===== config.mk =====
export PLATFORM = sky130hd
export DESIGN_NAME = dlt_ctrl
export DESIGN_NICKNAME = d
export VERILOG_FILES = /design/src/rtl/dlt_pkg.sv /design/src/rtl/dlt_ctrl.sv
export SDC_FILE = /design/constraint.sdc
export NUM_CORES = 1
export LEC_CHECK = 0
export BUFFER_PORTS_ARGS = -buffer_cell sky130_fd_sc_hd__buf_2
export CAP_MARGIN = 20
export CORE_MARGIN = 5
export CORE_UTILIZATION = 25
export CTS_CLUSTER_SIZE = 25
export DETAILED_ROUTE_END_ITERATION = 8
export GPL_ROUTABILITY_DRIVEN = 0
export GPL_TIMING_DRIVEN = 0
export PLACE_DENSITY_LB_ADDON = 0.3
export SYNTH_ARGS = -nofsm -noshare
export SYNTH_HDL_FRONTEND = slang
export SYNTH_SLANG_ARGS = --single-unit

===== constraint.sdc =====
create_clock -name aclk -period 2.5 [get_ports aclk]
set_input_delay 0 -clock aclk [delete_from_list [all_inputs] [get_ports aclk]]
set_output_delay 0 -clock aclk [all_outputs]
set_load 0.005 [all_outputs]

===== src/rtl/dlt_pkg.sv =====
package dlt_pkg;

    // Fixed geometry of the tables, set by the field widths.
    localparam int STATE_W      = 6;
    localparam int SYM_W        = 8;
    localparam int TOKEN_W      = 8;
    localparam int POS_W        = 16;
    localparam int STATES       = 64;
    localparam int TRANS_AW     = STATE_W + SYM_W;
    localparam int TRANS_DEPTH  = 2 ** TRANS_AW;
    localparam int ACC_W        = TOKEN_W + 1;
    localparam int LOOKBACK_DEF = 16;

    // Configuration port geometry and register index.
    localparam int PADDR_W = 3;
    localparam int PDATA_W = 32;
    localparam logic REG_DEAD_STATE = 1'b0;
    localparam logic [STATE_W-1:0] DEAD_STATE_RST = 6'd63;

    localparam logic [7:0] NEWLINE = 8'h0A;
    localparam logic [POS_W-1:0] LINE_RST   = 16'd1;
    localparam logic [POS_W-1:0] COLUMN_RST = 16'd0;

    typedef enum logic [1:0] {
        KIND_WR_TRANS = 2'd0,
        KIND_WR_ACC   = 2'd1,
        KIND_DATA     = 2'd2,
        KIND_EOI      = 2'd3
    } kind_t;

    typedef struct packed {
        kind_t                kind;
        logic [STATE_W-1:0]   entry_state;
        logic [SYM_W-1:0]     entry_symbol;
        logic [STATE_W-1:0]   entry_next;
        logic                 accept_valid;
        logic [TOKEN_W-1:0]   accept_token;
        logic [7:0]           data_byte;
    } in_item_t;

    typedef struct packed {
        logic [TOKEN_W-1:0] token_id;
        logic               token_error;
        logic [POS_W-1:0]   token_length;
        logic [POS_W-1:0]   start_line;
        logic [POS_W-1:0]   start_column;
        logic               last_of_run;
    } token_t;

    // Scan step performed by the datapath.
    typedef enum logic [2:0] {
        OP_NONE,
        OP_FIRST_DEAD,
        OP_FIRST_LIVE,
        OP_EXTEND,
        OP_RESCAN,
        OP_EOI_RESET
    } step_op_t;

    typedef struct packed {
        logic     take;
        logic     rd_trans;
        logic     rd_acc;
        logic     flush;
        step_op_t op;
    } dp_cmd_t;

    typedef struct packed {
        logic q_empty;
        logic lex_zero;
        logic dead;
        logic overflow;
        logic can_emit;
        logic out_free;
        logic pend_valid;
    } dp_status_t;

    function automatic logic [POS_W-1:0] sat_inc(input logic [POS_W-1:0] v);
        return (v == {POS_W{1'b1}}) ? v : v + 16'd1;
    endfunction

endpackage


===== src/rtl/dlt_ctrl.sv =====
module dlt_ctrl (
    input  logic                 aclk,
    input  logic                 aresetn,
    input  logic                 s_valid,
    input  dlt_pkg::kind_t       s_kind,
    output logic                 s_ready,
    input  dlt_pkg::dp_status_t  status,
    output dlt_pkg::dp_cmd_t     cmd
);
    import dlt_pkg::*;

    typedef enum logic [2:0] {
        S_IDLE,
        S_READ,
        S_TRANS,
        S_ACC,
        S_FINISH,
        S_LAST
    } state_t;

    state_t state_reg, state_next;
    logic   eoi_reg, eoi_next;

    assign s_ready = (state_reg == S_IDLE);

    // Next state and the step command for the datapath.
    always_comb begin
        state_next = state_reg;
        eoi_next   = eoi_reg;
        cmd        = '0;
        cmd.op     = OP_NONE;
        unique case (state_reg)
            S_IDLE: begin
                if (s_valid) begin
                    cmd.take = 1'b1;
                    unique case (s_kind)
                        KIND_DATA: begin
                            state_next = S_READ;
                            eoi_next   = 1'b0;
                        end
                        KIND_EOI: begin
                            state_next = S_FINISH;
                            eoi_next   = 1'b1;
                        end
                        default: state_next = S_IDLE;
                    endcase
                end
            end
            S_READ: begin
                if (status.q_empty) begin
                    state_next = eoi_reg ? S_FINISH : S_LAST;
                end else begin
                    cmd.rd_trans = 1'b1;
                    state_next   = S_TRANS;
                end
            end
            S_TRANS: begin
                if (!status.dead) begin
                    cmd.rd_acc = 1'b1;
                    state_next = S_ACC;
                end else if (status.can_emit) begin
                    cmd.op     = status.lex_zero ? OP_FIRST_DEAD : OP_RESCAN;
                    state_next = S_READ;
                end
            end
            S_ACC: begin
                if (status.lex_zero) begin
                    cmd.op     = OP_FIRST_LIVE;
                    state_next = S_READ;
                end else if (!status.overflow || status.can_emit) begin
                    cmd.op     = OP_EXTEND;
                    state_next = S_READ;
                end
            end
            S_FINISH: begin
                // End of input: flush the open lexeme and rescan what is held.
                if (!status.lex_zero) begin
                    if (status.can_emit) begin
                        cmd.op     = OP_RESCAN;
                        state_next = S_READ;
                    end
                end else begin
                    cmd.op     = OP_EOI_RESET;
                    state_next = S_LAST;
                end
            end
            S_LAST: begin
                // The held token is the last of this request.
                if (!status.pend_valid) begin
                    state_next = S_IDLE;
                end else if (status.out_free) begin
                    cmd.flush  = 1'b1;
                    state_next = S_IDLE;
                end
            end
            default: state_next = S_IDLE;
        endcase
    end

    always_ff @(posedge aclk) begin
        if (!aresetn) begin
            state_reg <= S_IDLE;
            eoi_reg   <= 1'b0;
        end else begin
            state_reg <= state_next;
            eoi_reg   <= eoi_next;
        end
    end

endmodule


==> results, run 1 <==
- The type of destination of the critical path is an output port.
- For this run, the slowest stage of the critical path takes 0.32 ns.
- The class of the most critical hold timing path is in2reg.
- In this run the static leakage power is 0.2541 nW.
- In this run, synthesis produced a sequential element count of 4.
- The register with the most flip-flops in the layout has 3 of them.
- In the final routed layout, each cell accounts on average for ~11 µm.
- The number of inserted diodes is 0.
- Setup repair after global routing left no endpoint under its margin.
- The die covers 2420 µm².
- The initial antenna violation count is 0.
- Counting along the longest clock path gives a buffer depth of 2.
- At the pin with the least slew margin, the transition time is 0.2841 ns.
- In this run the tool buffered the top-level ports with 19 buffer cells.
- In this run, post-CTS repair resized a total of 0 instances.
- The TritonCTS clock tree is built.
- Entering global routing, the biggest net connects 11 pins.
- After clock tree synthesis, the clock-pin slew on the worst setup and hold paths is 0.04 ns.
- The number of setup buffers added after CTS is 0.
- The number of nets with antenna violations after detailed routing is 0.
- The sequential fraction of the synthesis area is 20.85%.
- The type of the worst setup path is reg2out.
- For this design, the CTS-stage hold fixing added 0 buffers.
- The first global-routing pass estimated 1738 µm of wire.
- The run finished with clean final reports.
- The width of the die is 49.20 µm.
- The maximum clock frequency is 647.0 MHz.
- The commonest cells after synthesis are 6 x o21ai_0, 5 x nor3_1, 4 x dfxtp_1, 4 x nand2b_1, 4 x nor2_1.
- The number of buffers created by CTS is 3.
- The number of nets at the end of the flow is 89.
- In this run the cell area of the synthesized design comes to 384.1 µm².
- The floorplan die height is 49.20 µm.
- Headroom to the max-slew limit came out at 80.95%.
- The count of endpoints failing hold in the final timing report was 0.
- The tree is rooted in a clkbuf_4.
- The most numerous cell type found on the critical path is buf_2.
- The most common cell in the synthesized netlist is o21ai_0.
- Walking the worst path, the cells encountered are buf_2 > nand2b_1 > a211oi_1 > a22o_1 > buf_2.
- The synthesized instance count is 53.
- The count of final max-slew check failures is 0.
- The summed negative setup slack over all endpoints is 0 ns.
- The initial core utilization is around a quarter.
- The area of the multi-input gates is 271.5 µm².
- The category of the worst setup path launch point is a flop.
- The global routing usage summed across all routing layers is under 10%.
- The slowest stage of the critical path belongs to the cell a211oi_1.
- The count of maximum capacitance violations is 0.
- The first detailed-routing pass took 4 iterations.
- The remaining global-route overflow is 0.
- The total length of routed wires is 1041 µm.
- Data on the critical path is required at its endpoint by 2.50 ns.
- The worst slack after detailed placement is approximately 1.1 ns.
- For this design the ratio of total power to cell area is 416.2 nW/µm².
- Together, buffers and inverters on the worst path number 2.
- The cell family contributing the most delay on the critical path is compound AO/OA/AOI/OAI gates.
- The worst path in the final design needs a cycle of 1.546 ns, including I/O delays and setup.
- The share of the synthesized area in the top cell type is 20.85%.
- The number of flops mapped to enable cells by yosys is 0.
- Clock latency on the worst-skew pair, taken at its later pin, is 0.23 ns.
- The largest driver fanout on the critical path is 10.
- The final setup violation count is 0.
- In this run the mean area of a mapped cell was about 7.2 µm².
- Dividing the final minimum period by the clock period gives 61.82%.
- The final worst slack is 0.9544 ns.
- For this run, asynchronously set or reset flops after synthesis account for 0%.
- The number of global-route vias before repair is 411.
- The number of filler instances in the final layout is 163.
- Summing over every cut layer, the via total after detailed routing is roughly 470.
- Yosys attributes the largest share of cell area to dfxtp_1 21%, o21ai_0 7.8%, nand2b_1 6.5%, nor3_1 6.5%, a22o_1 4.6%.
- The maximum vdd drop is roughly 170 µV.
- The number of nets handed over by synthesis was between 60 and 70.
- The number of warning messages in the yosys log is 0.
- The floorplan has 14 rows.
- For this design the top-level I/O count stands at 20.
- The detailed-placement wirelength estimate is ~850 µm.
- At the worst endpoint, the arrival time is 1.55 ns.
- On the final layout, the worst clock skew is 0.001834 ns.
- In the routed layout, each cell is associated on average with a via count of 5.198.
- The proportion of layout cells with a drive suffix above 1 is 34.67%.
- For this run, the leading register cell type out of synthesis is dfxtp_1.
- The area of the core region is 1489 µm².
- The flip-flop and latch area is 80.08 µm².
- The largest total area in the synthesized netlist belongs to dfxtp_1.
- The detailed-route DRC error count is 0.
- The clock net in this run drives a total of 4 sinks.
- The CTS H-tree depth is 1.
- The count of distinct cell types in the synthesized netlist is 26.
- The number of DRC markers after the initial detailed-route iteration is 7.
- The signed area change from the synthesized netlist to the final layout is 35.83%.
worst register-to-register path, cell delays in order, from the launching register on:
cell	delay [ns]
dfxtp_1	0.29
buf_6	0.13
or4_1	0.49
nand3_1	0.11
nor2_1	0.05
a22o_1	0.22
per-layer routing:
layer	up-vias	share of wire [%]	global-route usage, %
li1	240	-	-
met1	209	49	11.70
met3	0	9.3	4.281
met2	24	42	12.66
met5	-	0	0
met4	0	0	2.691
where the power goes:
| part | internal (mW) | total (mW) | switching (mW) |
|---|---|---|---|
| registers | 0.0685 | 0.0714 | 0.00291 |
| logic | 0.0333 | 0.0700 | 0.0367 |
| clock network | 0.0534 | 0.0757 | 0.0223 |
| total | 0.155 | 0.217 | 0.0620 |
cell usage in the layout (no fill, tap or decap), types with 2 or more instances in the layout:
| master | instances |
|---|---|
| a22o_1 | 2 |
| and3b_1 | 2 |
| buf_2 | 21 |
| clkbuf_4 | 3 |
| dfxtp_1 | 4 |
| inv_1 | 3 |
| nand2_1 | 2 |
| nand2b_1 | 4 |
| nand3_1 | 3 |
| nor2_1 | 4 |
| nor2b_1 | 2 |
| nor3_1 | 5 |
| o21ai_0 | 6 |
worst paths after layout:
path,depth (start not counted),slack [ns],start,to
hold reg to reg,2,0.55,eoi_reg$_SDFFE_PN0P_,eoi_reg$_SDFFE_PN0P_
setup / recovery,5,0.95,state_reg[2]$_SDFFE_PN0P_,cmd[0]
hold / removal,2,0.05,aresetn,eoi_reg$_SDFFE_PN0P_
setup reg to reg,5,1.10,state_reg[1]$_SDFFE_PN0P_,state_reg[2]$_SDFFE_PN0P_
through the flow:
step                      area (µm²)  instances  hold WS [ns]  total power, mW  utilization, %
after floorplan                384.1         53       0.03420           0.1144               -
after global placement         499.2         88        0.2479           0.1415           33.53
after detailed placement       499.2         88        0.2518           0.1423           33.53
after CTS                      521.8         91       0.04561           0.2224           35.04
after global routing           521.8         91       0.04682           0.2428           35.04
final                          521.8         91       0.05051           0.2172           35.04
final cells by class:
cell class / instances / area share (%)
buffer: 3 / 4.077
clock buffer: 3 / 4.317
inverter: 3 / 2.158
multi-input combinational: 43 / 52.04
sequential: 4 / 15.35
tap: 16 / 3.837
timing repair buffer: 19 / 18.23
cell families after synthesis:
group / count (synthesis) / share of synthesized area, %
mux: 1 / 2.606
simple gates: 29 / 44.95
flops: 4 / 20.85
buf+inv: 6 / 8.469
compound gates: 13 / 23.13
No activity file was read; power rests on OpenSTA's default activity.
==> run 2: changes to the inputs <==
- clock period: 2.5 -> 1.46 ns (I/O delays scaled with it)
==> run 2 against run 1 <==
Net effect: via count grew 4.4%; global-route usage unchanged; clock power grew 72%; flip-flop and latch count is the same; final area up 12%; sequential power grew 72%; power is 84% higher; critical path type is now reg2reg; critical endpoint is now state_reg[2]$_SDFFE_PN0P_; largest cell class unchanged.
==> results, run 2 (synthesis results as in run 1) <==
- The critical path in this run is classified as reg2reg.
- STA puts the critical path data arrival time at 1.53 ns.
- TritonCTS built the clock tree.
- In this run the tightest slew margin relative to its limit is 81.11%.
- In this run, CTS created clock tree buffers numbering 3.
- The number of global-route vias before repair is 411.
- For this design the top-level I/O count stands at 20.
- The reg-to-reg setup timing slack is 0.05 ns.
- The number of iterations in the first detailed-routing pass is 4.
- The worst hold path passes through 3 cells.
- The flow ran to the end, and the final reports show no timing, DRC or antenna violations.
- The leakage power summed over all cells is approximately 0.28 nW.
- The proportion of layout cells with a drive suffix above 1 is 44.30%.
- The startpoint identified for the worst hold timing path is s_kind[0].
- The cell count of the worst reg-to-reg path is 5.
- In this run the horizontal extent of the chip is 49.20 µm.
- The number of sinks on the clock net is 4.
- The count of maximum capacitance violations is 0.
- For this run, design rule violations remaining after detail routing come to 0.
- Walking the worst path, the cells encountered are buf_6 > or4_4 > nand3_2 > nor2_1 > a22o_1.
- The maximum buffer depth of the clock tree is 2.
- Measured along the y axis, the die boundary spans 49.20 µm.
- The count of final max-slew check failures is 0.
- The class of the most critical hold timing path is in2reg.
- The clock tree root driver cell is clkbuf_4.
- The worst stage delay on the critical path is 0.51 ns.
- The hold slack is roughly 0.064 ns.
- The worst slack after detailed placement is 0.05829 ns.
- The worst register-to-register path begins at state_reg[1]$_SDFFE_PN0P_.
- The number of standard cells in the final layout excluding fillers is 95.
- The signed area change from the synthesized netlist to the final layout is 51.79%.
- The remaining global-route overflow is 0.
- In the final design database the tool counted 93 nets.
- Summed over all layers, the routed wires come to approximately 1200 µm.
- The clock skew after layout is roughly 0.0018 ns.
- The power density normalized to cell area is 684.5 nW/µm².
- Hold repair after CTS inserted 0 buffers.
- For the worst-skew pair, the clock arrives at the later sink with an insertion delay of 0.23 ns.
- Static timing analysis puts the maximum clock frequency at 706.8 MHz.
- The first global-routing pass estimated 1738 µm of wire.
- STA classifies the critical path startpoint as a flop.
- In the layout the commonest cells are 19 x buf_2, 6 x o21ai_0, 5 x nor3_1.
- Once routing completed, OpenROAD measured the worst setup slack at 0.04522 ns.
- The register with the most flip-flops in the layout has 3 of them.
- The worst path uses 96.90% of the clock period.
- In this run the number of H-tree levels came out at 1.
- Using the TritonRoute via totals, the vias-per-cell ratio works out to 5.200.
- Clock-pin slew was measured on the worst setup and hold paths at 0.04 ns.
- The total placed cells including tap cells is 88.
- The detailed-placement wirelength estimate is 853 µm.
- The cell with the largest stage delay on the worst path is or4_4.
- Summing all multi-input logic gate instances after layout gives roughly 290 µm².
- The count of endpoints failing hold in the final timing report is 0.
- The type of destination of the critical path is a flop.
- The flip-flop and latch area is 81.33 µm².
- The number of DRC markers after the initial detailed-route iteration is 14.
- The reg-to-reg endpoint is state_reg[2]$_SDFFE_PN0P_.
- For hold timing, the worst endpoint is eoi_reg$_SDFFE_PN0P_.
- The total area inside the core boundary comes to between 1000 and 1500 µm².
- The initial antenna violation count was 0.
- At the worst endpoint, the required time is 1.57 ns.
- The maximum vdd drop is 290.0 µV.
- The transition at the pin with the smallest max-transition slack is between 0.2 and 0.3 ns.
- For the final routed database, the setup TNS stands at 0 ns.
- The global routing usage summed across all routing layers is about 8.9%.
- The detail route stage leaves a number of antenna-violating nets equal to 0.
- The quantity of I/O buffers inserted on ports is 19.
- Setup violations remaining at the end of the flow were counted as 0.
- The total die area is 2420 µm².
- Entering global routing, the biggest net connects 11 pins.
- After layout, the minimum clock period comes to around 1.4 ns.
- The most common cell after layout, fill and taps aside is buf_2.
- The finished cells cover 583.1 µm².
- Fill cells in the final layout number 155.
- The number of antenna diodes in the final layout is 0.
- Setup repair after global routing left no endpoint under its margin.
- The completed layout was analyzed and its total power is 0.3991 mW.
- The largest driver fanout on the critical path is 10.
- Dividing the detail-routed wire length by the instance count gives 12.35 µm.
- The cell area after placement is 499.2 µm².
- Once the floorplan was initialized, standard cells occupied around a quarter of the core.
- Cells fill 39.16% of the core in the end.
- In this run the core area contains 14 standard-cell rows.
- The total via count after detailed routing is 494.
-- run 2: worst max path at each step --
stage | end | start | depth (start not counted)
6_report | state_reg[2]$_SDFFE_PN0P_ | state_reg[1]$_SDFFE_PN0P_ | 5
5_1_grt | state_reg[2]$_SDFFE_PN0P_ | state_reg[1]$_SDFFE_PN0P_ | 5
4_1_cts | cmd[2] | state_reg[2]$_SDFFE_PN0P_ | 5
3_5_place_dp | state_reg[2]$_SDFFE_PN0P_ | state_reg[1]$_SDFFE_PN0P_ | 5
3_3_place_gp | state_reg[2]$_SDFFE_PN0P_ | state_reg[1]$_SDFFE_PN0P_ | 5
2_1_floorplan | state_reg[2]$_SDFFE_PN0P_ | state_reg[1]$_SDFFE_PN0P_ | 5
-- run 2: report_power, final --
part	switching (mW)	internal (mW)	leakage, nW
Clock	0.0384	0.0915	0.0138
Sequential	0.00574	0.118	0.0330
Combinational	0.0702	0.0755	0.234
-- run 2: final cells by class --
type                    instances  share of cell area [%]
repair buffers                 23                   21.46
multi-input cells              43                   50.21
flip-flops and latches          4                   13.95
inverters                       3                   1.931
well taps                      16                   3.433
plain buffers                   3                   5.150
clock buffers                   3                   3.863
-- run 2: per-layer routing --
layer	part of all wire (%)	routed length [µm]	global-route usage (%)	up-vias
li1	-	-	-	248
met1	47	556	11.70	225
met2	45	528	12.66	21
met3	7.5	88	4.281	0
met4	0	0	2.691	0
met5	0	0	0	-
-- run 2: timing repair --
action	CTS	global route
pin swaps	0	2
endpoints found under the hold margin	0	0
buffers inserted	0	4
resized for setup	3	7
setup endpoints to repair	2	4
-- run 2: critical path: cells and delay by family, from the launching register on --
family                 cells  cell delay (ns)
AOI/OAI and AO/OA          1             0.22
DFF                        1             0.29
and+or+nand+nor            3             0.65
buffers and inverters      1             0.13
